### src/sv/fragment_reassembly_deframer_macros.svh
// ----------------------------------------------------------------------------
// fragment reassembly deframer assertion macros
// implication checks on the rising clock edge, off while in reset
// ----------------------------------------------------------------------------
`ifndef FRAGMENT_REASSEMBLY_DEFRAMER_MACROS_SVH
`define FRAGMENT_REASSEMBLY_DEFRAMER_MACROS_SVH

// same-cycle implication
`define FRD_ASSERT_IMPL(lbl, clk, rst_n, ante, cons) \
    lbl: assert property (@(posedge clk) disable iff (!rst_n) (ante) |-> (cons)) \
        else $error("frd assertion failed");

// next-cycle implication
`define FRD_ASSERT_NEXT(lbl, clk, rst_n, ante, cons) \
    lbl: assert property (@(posedge clk) disable iff (!rst_n) (ante) |=> (cons)) \
        else $error("frd assertion failed");

`endif

### src/sv/frd_pkg.sv
// ----------------------------------------------------------------------------
// frd_pkg
// shared types and constants of the fragment reassembly deframer
// ----------------------------------------------------------------------------
package frd_pkg;

    localparam int DEF_PAYLOAD_BYTES = 29;
    localparam int BYTE_W            = 8;
    localparam int NIB_W             = 4;
    localparam int ADDR_W            = 9;

    typedef enum logic {
        KIND_WRITE = 1'b0,
        KIND_DROP  = 1'b1
    } t_kind;

    typedef struct packed {
        t_kind              kind;
        logic [ADDR_W-1:0]  write_addr;
        logic [BYTE_W-1:0]  data_byte;
        logic               message_done;
        logic [ADDR_W-1:0]  message_len;
    } t_result;

    typedef struct packed {
        logic    valid;
        t_result res;
    } t_push;

endpackage

### src/sv/frd_byte_if.sv
// ----------------------------------------------------------------------------
// frd_byte_if
// received link byte channel with valid and ready
// ----------------------------------------------------------------------------
interface frd_byte_if;
    logic                      valid;
    logic                      ready;
    logic [frd_pkg::BYTE_W-1:0] rx_byte;

    modport source (output valid, output rx_byte, input ready);
    modport sink   (input valid, input rx_byte, output ready);
endinterface

### src/sv/frd_result_if.sv
// ----------------------------------------------------------------------------
// frd_result_if
// result channel: payload writes and fragment drops
// ----------------------------------------------------------------------------
interface frd_result_if;
    logic                       valid;
    logic                       ready;
    frd_pkg::t_kind             kind;
    logic [frd_pkg::ADDR_W-1:0] write_addr;
    logic [frd_pkg::BYTE_W-1:0] data_byte;
    logic                       message_done;
    logic [frd_pkg::ADDR_W-1:0] message_len;

    modport source (output valid, output kind, output write_addr, output data_byte,
                    output message_done, output message_len, input ready);
    modport sink   (input valid, input kind, input write_addr, input data_byte,
                    input message_done, input message_len, output ready);
endinterface

### src/sv/frd_ctrl.sv
// ----------------------------------------------------------------------------
// frd_ctrl
// frame position tracking, header check and per-byte result generation
// ----------------------------------------------------------------------------
`include "fragment_reassembly_deframer_macros.svh"

module frd_ctrl #(
    parameter int PAYLOAD_BYTES = frd_pkg::DEF_PAYLOAD_BYTES
) (
    input  logic                       i_clk,
    input  logic                       i_rst_n,
    input  logic                       i_take,
    input  logic [frd_pkg::BYTE_W-1:0] i_byte,
    output frd_pkg::t_push             o_push
);

    localparam int POS_W = $clog2(PAYLOAD_BYTES + 2);
    localparam logic [POS_W-1:0] FRAME_LAST = POS_W'(PAYLOAD_BYTES + 1);
    localparam logic [POS_W-1:0] PAY_LAST   = POS_W'(PAYLOAD_BYTES);
    localparam int ADDR_W = frd_pkg::ADDR_W;
    localparam int NIB_W  = frd_pkg::NIB_W;

    logic [POS_W-1:0]  r_pos,        n_pos;
    logic              r_accepted,   n_accepted;
    logic              r_last_valid, n_last_valid;
    logic [NIB_W-1:0]  r_last_index, n_last_index;
    logic [ADDR_W-1:0] r_addr,       n_addr;
    logic              r_final,      n_final;
    logic [ADDR_W-1:0] r_len,        n_len;

    logic [NIB_W-1:0] w_cnt;
    logic [NIB_W-1:0] w_idx;
    logic             w_seq_ok;
    logic             w_hdr_ok;
    logic             w_is_hdr;
    logic             w_is_pay;

    assign w_cnt    = i_byte[2*NIB_W-1:NIB_W];
    assign w_idx    = i_byte[NIB_W-1:0];
    assign w_is_hdr = (r_pos == '0);
    assign w_is_pay = !w_is_hdr && (r_pos <= PAY_LAST);
    assign w_seq_ok = (w_idx == '0) ||
                      (r_last_valid && ({1'b0, w_idx} == ({1'b0, r_last_index} + 5'd1)));
    assign w_hdr_ok = (w_cnt != '0) && (w_idx < w_cnt) && w_seq_ok;

    always_comb begin
        n_pos        = r_pos;
        n_accepted   = r_accepted;
        n_last_valid = r_last_valid;
        n_last_index = r_last_index;
        n_addr       = r_addr;
        n_final      = r_final;
        n_len        = r_len;
        if (i_take) begin
            n_pos = (r_pos == FRAME_LAST) ? '0 : r_pos + 1'b1;
            if (w_is_hdr) begin
                n_accepted   = w_hdr_ok;
                n_last_valid = w_hdr_ok;
                n_last_index = w_hdr_ok ? w_idx : '0;
                n_addr       = ADDR_W'(w_idx) * ADDR_W'(PAYLOAD_BYTES);
                n_len        = ADDR_W'(w_cnt) * ADDR_W'(PAYLOAD_BYTES);
                n_final      = ({1'b0, w_idx} + 5'd1) == {1'b0, w_cnt};
            end else if (w_is_pay) begin
                n_addr = r_addr + 1'b1;
            end
        end
    end

    always_comb begin
        o_push = '0;
        if (i_take && w_is_hdr && !w_hdr_ok) begin
            o_push.valid    = 1'b1;
            o_push.res.kind = frd_pkg::KIND_DROP;
        end else if (i_take && w_is_pay && r_accepted) begin
            o_push.valid            = 1'b1;
            o_push.res.kind         = frd_pkg::KIND_WRITE;
            o_push.res.write_addr   = r_addr;
            o_push.res.data_byte    = i_byte;
            o_push.res.message_done = r_final && (r_pos == PAY_LAST);
            o_push.res.message_len  = (r_final && (r_pos == PAY_LAST)) ? r_len : '0;
        end
    end

    always_ff @(posedge i_clk) begin
        if (!i_rst_n) begin
            r_pos        <= '0;
            r_accepted   <= 1'b0;
            r_last_valid <= 1'b0;
            r_last_index <= '0;
            r_addr       <= '0;
            r_final      <= 1'b0;
            r_len        <= '0;
        end else begin
            r_pos        <= n_pos;
            r_accepted   <= n_accepted;
            r_last_valid <= n_last_valid;
            r_last_index <= n_last_index;
            r_addr       <= n_addr;
            r_final      <= n_final;
            r_len        <= n_len;
        end
    end

    `FRD_ASSERT_IMPL(a_drop_at_header, i_clk, i_rst_n, o_push.valid && (o_push.res.kind == frd_pkg::KIND_DROP), r_pos == '0)
    `FRD_ASSERT_IMPL(a_done_on_write, i_clk, i_rst_n, o_push.valid && o_push.res.message_done, (o_push.res.kind == frd_pkg::KIND_WRITE) && r_accepted)
    `FRD_ASSERT_NEXT(a_pos_wrap, i_clk, i_rst_n, i_take && (r_pos == FRAME_LAST), r_pos == '0)

endmodule

### src/sv/frd_outbuf.sv
// ----------------------------------------------------------------------------
// frd_outbuf
// two-entry result register decoupling the byte side from the result side
// ----------------------------------------------------------------------------
`include "fragment_reassembly_deframer_macros.svh"

module frd_outbuf (
    input  logic                 i_clk,
    input  logic                 i_rst_n,
    input  frd_pkg::t_push       i_push,
    output logic                 o_space,
    frd_result_if.source         o_res
);

    localparam logic [1:0] FULL = 2'd2;

    frd_pkg::t_result r_mem [2];
    logic             r_wr, n_wr;
    logic             r_rd, n_rd;
    logic [1:0]       r_count, n_count;
    logic             w_pop;

    assign o_space = (r_count != FULL);
    assign w_pop   = o_res.valid && o_res.ready;

    always_comb begin
        n_wr    = r_wr;
        n_rd    = r_rd;
        n_count = r_count;
        if (i_push.valid) begin
            n_wr = !r_wr;
        end
        if (w_pop) begin
            n_rd = !r_rd;
        end
        unique case ({i_push.valid, w_pop})
            2'b10:   n_count = r_count + 2'd1;
            2'b01:   n_count = r_count - 2'd1;
            default: n_count = r_count;
        endcase
    end

    always_ff @(posedge i_clk) begin
        if (!i_rst_n) begin
            r_wr    <= 1'b0;
            r_rd    <= 1'b0;
            r_count <= '0;
        end else begin
            r_wr    <= n_wr;
            r_rd    <= n_rd;
            r_count <= n_count;
        end
    end

    always_ff @(posedge i_clk) begin
        if (i_push.valid) begin
            r_mem[r_wr] <= i_push.res;
        end
    end

    assign o_res.valid        = (r_count != '0);
    assign o_res.kind         = r_mem[r_rd].kind;
    assign o_res.write_addr   = r_mem[r_rd].write_addr;
    assign o_res.data_byte    = r_mem[r_rd].data_byte;
    assign o_res.message_done = r_mem[r_rd].message_done;
    assign o_res.message_len  = r_mem[r_rd].message_len;

    `FRD_ASSERT_IMPL(a_no_overflow, i_clk, i_rst_n, i_push.valid, r_count != FULL)
    `FRD_ASSERT_IMPL(a_count_bound, i_clk, i_rst_n, 1'b1, r_count <= FULL)

endmodule

### src/sv/fragment_reassembly_deframer.sv
// a result is offered in the cycle after its byte is accepted
// one byte is taken per cycle while the result side keeps taking results
// the two-entry result register lets a byte in while one result waits
// reset: synchronous active low, clears frame position and sequence tracking
// after reset the next byte is taken as a frame header
// ----------------------------------------------------------------------------
// fragment_reassembly_deframer
// splits the fixed-frame byte stream, checks fragment sequence, emits drops and writes
// ----------------------------------------------------------------------------
module fragment_reassembly_deframer #(
    parameter int PAYLOAD_BYTES = frd_pkg::DEF_PAYLOAD_BYTES
) (
    input  logic         i_clk,
    input  logic         i_rst_n,
    frd_byte_if.sink     i_rx,
    frd_result_if.source o_res
);

    logic           w_space;
    logic           w_take;
    frd_pkg::t_push w_push;

    assign i_rx.ready = w_space;
    assign w_take     = i_rx.valid && w_space;

    frd_ctrl #(
        .PAYLOAD_BYTES(PAYLOAD_BYTES)
    ) u_ctrl (
        .i_clk   (i_clk),
        .i_rst_n (i_rst_n),
        .i_take  (w_take),
        .i_byte  (i_rx.rx_byte),
        .o_push  (w_push)
    );

    frd_outbuf u_outbuf (
        .i_clk   (i_clk),
        .i_rst_n (i_rst_n),
        .i_push  (w_push),
        .o_space (w_space),
        .o_res   (o_res)
    );

endmodule

### src/flat_wrapper.sv
// flat-port wrapper written by rule: the top's interface ports become plain ports
module fragment_reassembly_deframer_flat 
#(
    parameter int PAYLOAD_BYTES = frd_pkg::DEF_PAYLOAD_BYTES
)
  (i_clk, i_rst_n, i_rx_valid, i_rx_rx_byte, i_rx_ready, o_res_valid, o_res_kind, o_res_write_addr, o_res_data_byte, o_res_message_done, o_res_message_len, o_res_ready);
  frd_byte_if i_rx_i ();
  frd_result_if o_res_i ();
  input  logic i_clk;
  input  logic i_rst_n;
  input wire logic [$bits(i_rx_i.valid)-1:0] i_rx_valid;
  input wire logic [$bits(i_rx_i.rx_byte)-1:0] i_rx_rx_byte;
  output wire logic [$bits(i_rx_i.ready)-1:0] i_rx_ready;
  output wire logic [$bits(o_res_i.valid)-1:0] o_res_valid;
  output wire logic [$bits(o_res_i.kind)-1:0] o_res_kind;
  output wire logic [$bits(o_res_i.write_addr)-1:0] o_res_write_addr;
  output wire logic [$bits(o_res_i.data_byte)-1:0] o_res_data_byte;
  output wire logic [$bits(o_res_i.message_done)-1:0] o_res_message_done;
  output wire logic [$bits(o_res_i.message_len)-1:0] o_res_message_len;
  input wire logic [$bits(o_res_i.ready)-1:0] o_res_ready;
  assign i_rx_i.valid = i_rx_valid;
  assign i_rx_i.rx_byte = i_rx_rx_byte;
  assign i_rx_ready = i_rx_i.ready;
  assign o_res_valid = o_res_i.valid;
  assign o_res_kind = o_res_i.kind;
  assign o_res_write_addr = o_res_i.write_addr;
  assign o_res_data_byte = o_res_i.data_byte;
  assign o_res_message_done = o_res_i.message_done;
  assign o_res_message_len = o_res_i.message_len;
  assign o_res_i.ready = o_res_ready;
  fragment_reassembly_deframer #(.PAYLOAD_BYTES(PAYLOAD_BYTES)) u_core (.i_clk(i_clk), .i_rst_n(i_rst_n), .i_rx(i_rx_i), .o_res(o_res_i));
endmodule
### config.mk
export PLATFORM = sky130hd
export DESIGN_NAME = fragment_reassembly_deframer_flat
export DESIGN_NICKNAME = d
export VERILOG_FILES = /design/src/sv/frd_pkg.sv /design/src/sv/frd_byte_if.sv /design/src/sv/frd_result_if.sv /design/src/sv/frd_ctrl.sv /design/src/sv/frd_outbuf.sv /design/src/sv/fragment_reassembly_deframer.sv /design/src/flat_wrapper.sv
export VERILOG_INCLUDE_DIRS = /design/src /design/src/sv
export SDC_FILE = /design/constraint.sdc
export NUM_CORES = 1
export LEC_CHECK = 0
export BUFFER_PORTS_ARGS = -buffer_cell sky130_fd_sc_hd__buf_4
export CORE_AREA = 10 10 116 118
export CTS_CLUSTER_SIZE = 30
export DETAILED_ROUTE_END_ITERATION = 7
export DIE_AREA = 0 0 126 128
export GPL_ROUTABILITY_DRIVEN = 0
export SKIP_CTS_REPAIR_TIMING = 1
export SYNTH_ARGS = -nofsm -noshare
export SYNTH_HDL_FRONTEND = slang
export SYNTH_SLANG_ARGS = --single-unit
### constraint.sdc
create_clock -name i_clk -period 7.35 [get_ports i_clk]
set_clock_uncertainty 0.15 [all_clocks]
set_input_delay 0.735 -clock i_clk [delete_from_list [all_inputs] [get_ports i_clk]]
set_output_delay 0.735 -clock i_clk [all_outputs]
set_load 0.01 [all_outputs]
==> impl_results.rst <==
.. list-table::
   :header-rows: 1

   * - Metric
     - Value
   * - Run status
     - completed
   * - Combined buffer and inverter count along the critical path
     - 2
   * - Minimum hold slack
     - about 0.3 ns
   * - Seq/Total Area, Yosys
     - 0.4900
   * - Nature of the critical path endpoint
     - flip-flop
   * - Post-route non-filler standard cell count
     - roughly 600
   * - Portion of netlist area occupied by mux cells
     - 0.06748
   * - Number of warnings reported in the yosys synthesis log
     - 0
   * - Adder-cell share of the synthesized area
     - 0.1422
   * - RSZ-0062 raised after global routing
     - no
   * - Signed area change from the synthesized netlist to the final layout
     - 15.62%
   * - Starting density of the core
     - 0.4295
   * - Detailed Place HPWL
     - 7369 µm
   * - Total number of nets in the final design
     - 530
   * - Main synth FF type
     - edfxtp_1
   * - Pre-antenna DRT Iters
     - 4
   * - Inserted Clock Buffers
     - 9
   * - Final setup violating endpoints
     - 0
   * - Buffer cell driving the clock tree root
     - clkbuf_16
   * - Post-Place Cells
     - 600
   * - Pins over their slew limit
     - 0
   * - FF-to-FF End
     - u_core.u_outbuf.r_mem[0][23]
   * - Cell-by-cell listing of the critical path
     - inv_1 > ha_1 > or4b_4 > nor2_8 > o21ai_2 > and2_4 > nor2_2 > buf_4
   * - Synth Instances
     - around 420
   * - Floorplan die width
     - around 130 µm
   * - Maximum frequency from static timing analysis
     - 307.3 MHz
   * - Crit path max-delay family
     - simple AND/OR/NAND/NOR gates
   * - Start point of the critical path
     - u_core.u_ctrl.r_pos[0]
   * - Layout cells sized above 1
     - 0.2114
   * - Basic-gate share of the synthesized area counting and, or, nand and nor cells
     - 0.1459
   * - CTS tree
     - yes
   * - Register-to-register setup slack
     - between 4 and 5 ns
   * - FP Rows
     - 39
   * - Global-route track usage on met1
     - 0.1752
   * - Final wirelength
     - 9913 µm
   * - Depth of the worst register-to-register path
     - 8
   * - Combinational fraction of design power
     - 0.320
   * - Number of nets in the synthesized netlist
     - between 400 and 500
   * - Share of flip-flops with an asynchronous set or reset
     - 0
   * - Clock edge transition at the registers on the reported setup and hold paths
     - roughly 0.060 ns
   * - Mean post-synth cell area
     - 11.40 µm²
   * - Internal power contribution
     - about 0.0012 W
   * - Crit path capture
     - u_core.u_outbuf.r_mem[0][23]
   * - Number of failing hold endpoints at the final stage
     - 0
   * - Met2 usage in global routing
     - 0.1881
   * - Critical-path maximum fanout
     - 19
   * - Number of enable-type register cells in the synthesized netlist
     - between 50 and 60
   * - Drc violations
     - 0
   * - Grt total ovfl
     - 0
   * - Area of the die
     - 16130 µm²
   * - Register bit count reported by yosys
     - 90
   * - Slowest cell on the critical path
     - or4b_4
   * - Class of the most critical hold timing path
     - reg -> reg
   * - Data arrival time of the critical path
     - 3.13 ns
   * - I/O pin count
     - 42
   * - Number of distinct library cells after synthesis
     - 52
   * - Wire length of the first global-routing pass
     - around 16000 µm
   * - Synth Area in Compound Gates
     - 0.08149
   * - Leak
     - approximately 2.2 nW
   * - Number of levels the H-tree was split into
     - 3
   * - Core Region
     - 11220 µm²
   * - Part of the power in registers
     - 0.404
   * - Final core area utilization
     - 0.4967
   * - Pin count of the biggest net entering global routing
     - 29
   * - Max-Slew Margin vs Limit
     - 0.5444
   * - Portion of total power attributed to the clock network
     - 0.276
   * - CTS max path bufs
     - 2
   * - Pwr/cell area
     - around 300 nW/µm²
   * - Number of DRC markers after the initial detailed-route iteration
     - 158
   * - Max rail drop VDD
     - around 120 µV
   * - Filler instances
     - ~1.0k
   * - Worst R2R Start
     - u_core.u_ctrl.r_pos[0]
   * - All-Layer GR Usage
     - 0.1258
   * - Main combinational cell family by area after synthesis
     - simple AND/OR/NAND/NOR gates
   * - Total of buffers placed on input and output ports
     - 41
   * - Number of antenna violations at the first check in global routing
     - 0
   * - Slew of the pin with the lowest slew margin
     - 0.6827 ns
   * - Floorplan die height
     - ~130 µm
   * - Final worst path period need
     - between 3 and 4 ns
   * - Diode insertion count for antenna repair
     - 0
   * - Grt met3 use
     - 0.02068
   * - Number of vias per cell after detailed routing
     - ~5.2
   * - Fin crit share
     - 0.4428
   * - Total net switching power
     - about 0.00051 W
   * - Highest cell delay on the worst timing path
     - between 0.5 and 0.6 ns
   * - Area share of xor/xnor cells in the synthesized design
     - 0.04179
   * - Depth of the critical timing path with buffers and inverters included
     - 8
   * - Clk_lat worst skew
     - around 0.34 ns
   * - Post-detailed-route wirelength per cell
     - between 15 and 20 µm
   * - Synth Cell Area
     - between 4000 and 5000 µm²
   * - Max-cap check violation count
     - 0
   * - Switching portion of total power
     - 0.3070
   * - Vias in the first global route
     - roughly 3.2k
   * - CP startpoint kind
     - flip-flop
   * - Grt peak-use layer
     - met2
   * - Vias post-DR
     - approximately 3.2k
   * - Final ANT Viol Nets
     - 0
   * - Clk sinks
     - 90
   * - Worst setup path class
     - reg -> reg
   * - Data required time at the worst endpoint
     - 7.23 ns
   * - Setup Total Neg Slack
     - 0 ns
==> cell usage in the layout (no fill, tap or decap), types with 2 or more instances in the layout <==
master and instances:
xor2_1 9, nand3_1 13, edfxtp_1 56, ha_1 42, dfxtp_1 34, nor3_1 5, a211oi_1 5, xnor2_1 14
fa_1 8, inv_1 21, and4_1 2, clkbuf_8 2, a21o_1 4, mux2_2 28, buf_4 45, clkbuf_1 3
a21oi_1 30, a311oi_1 2, clkbuf_16 9, and2_1 23, nor2_1 29, nand4_1 5, o21ai_0 11, a31oi_1 3
o21ai_1 2, nand2_1 39
==> cell usage after synthesis, types with 3 or more instances <==
| library cell | number | share of area |
|---|---|---|
| a211oi_1 | 5 | 0.0078 |
| a21oi_1 | 30 | 0.031 |
| a21o_1 | 4 | 0.0062 |
| inv_1 | 21 | 0.016 |
| mux2_2 | 28 | 0.065 |
| nor3_1 | 5 | 0.0052 |
| xnor2_1 | 14 | 0.025 |
| buf_6 | 3 | 0.0070 |
| dfxtp_1 | 34 | 0.14 |
| edfxtp_1 | 56 | 0.35 |
| buf_2 | 3 | 0.0031 |
| nand2_1 | 39 | 0.030 |
| ha_1 | 42 | 0.11 |
| a31oi_1 | 3 | 0.0039 |
| and2_1 | 23 | 0.030 |
| nand3_1 | 13 | 0.013 |
| clkbuf_1 | 3 | 0.0023 |
| fa_1 | 8 | 0.033 |
| nor2_1 | 30 | 0.023 |
| nand4_1 | 5 | 0.0065 |
| o21ai_0 | 11 | 0.011 |
| xor2_1 | 9 | 0.016 |
==> worst min path at each step <==
| stage | slack [ns] | cells after the start | startpoint | to |
|---|---|---|---|---|
| final | 0.30 | 2 | u_core.u_ctrl.r_len[7] | u_core.u_ctrl.r_len[7] |
| after global routing | 0.32 | 2 | u_core.u_ctrl.r_len[6] | u_core.u_ctrl.r_len[6] |
| after CTS | 0.30 | 2 | u_core.u_ctrl.r_len[7] | u_core.u_ctrl.r_len[7] |
| after detailed placement | 0.29 | 2 | u_core.u_ctrl.r_len[7] | u_core.u_ctrl.r_len[7] |
| after global placement | 0.29 | 2 | u_core.u_ctrl.r_len[8] | u_core.u_ctrl.r_len[8] |
| after floorplan | 0.28 | 2 | u_core.u_ctrl.r_len[6] | u_core.u_ctrl.r_len[6] |
==> state kept, by name, indices dropped and copies added (netlist names), named ones only <==
| name | count |
|---|---|
| u_core.u_outbuf.r_rd | 1 |
| u_core.u_outbuf.r_wr | 1 |
| u_core.u_ctrl.r_last_valid | 1 |
| u_core.u_ctrl.r_pos | 5 |
| u_core.u_outbuf.r_count | 2 |
| u_core.u_outbuf.r_mem | 56 |
| u_core.u_ctrl.r_len | 9 |
| u_core.u_ctrl.r_last_index | 4 |
| u_core.u_ctrl.r_addr | 9 |
| u_core.u_ctrl.r_final | 1 |
==> layer usage <==
layer,part of all wire,vias up
met1,0.50,1530
met2,0.45,56
met5,0,-
met4,0.017,0
li1,-,1595
met3,0.033,11
==> area by class of cell <==
cell class / instances / area [µm²] / share of cell area
Clock buffer: 14 / 264.0 / 0.04736
Sequential cell: 90 / 2362 / 0.4238
Inverter: 22 / 82.58 / 0.01481
Multi-Input combinational cell: 300 / 2311 / 0.4146
Clock inverter: 2 / 37.54 / 0.006734
Tap cell: 143 / 178.9 / 0.03210
Timing Repair Buffer: 45 / 337.8 / 0.06061
==> through the flow <==
step                area, µm²  worst slack, ns  total power, W
global route             5574            3.851        0.001770
finish                   5574            4.095        0.001673
CTS                      5574            4.065        0.001693
global placement         5273            3.911        0.001226
floorplan                4821            3.805        0.001027
detailed placement       5273            3.858        0.001231
==> cells by family after synthesis <==
| logic type | after synthesis |
|---|---|
| and+or+nand+nor | 132 |
| DFF | 90 |
| AOI/OAI and AO/OA | 66 |
| adders and majority gates | 50 |
| buffers and inverters | 33 |
| muxes | 29 |
| xor gates and xnor gates | 23 |
==> power groups by stage <==
stage | clock network (W) | logic, W | registers (W)
after floorplan | 0 | 0.000356 | 0.000671
after global placement | 0 | 0.000542 | 0.000684
after detailed placement | 0 | 0.000544 | 0.000686
after CTS | 0.000470 | 0.000548 | 0.000676
after global routing | 0.000485 | 0.000601 | 0.000684
final | 0.000462 | 0.000536 | 0.000675
==> worst register-to-register path, cell delays in order, from the launching register on <==
cell     delay, ns
dfxtp_1       0.37
inv_1         0.11
ha_1          0.16
or4b_4        0.59
nor2_8        0.33
o21ai_2       0.16
and2_4        0.19
nor2_2        0.52
buf_4         0.37
Note: power is estimated with default switching activity, not from simulation.
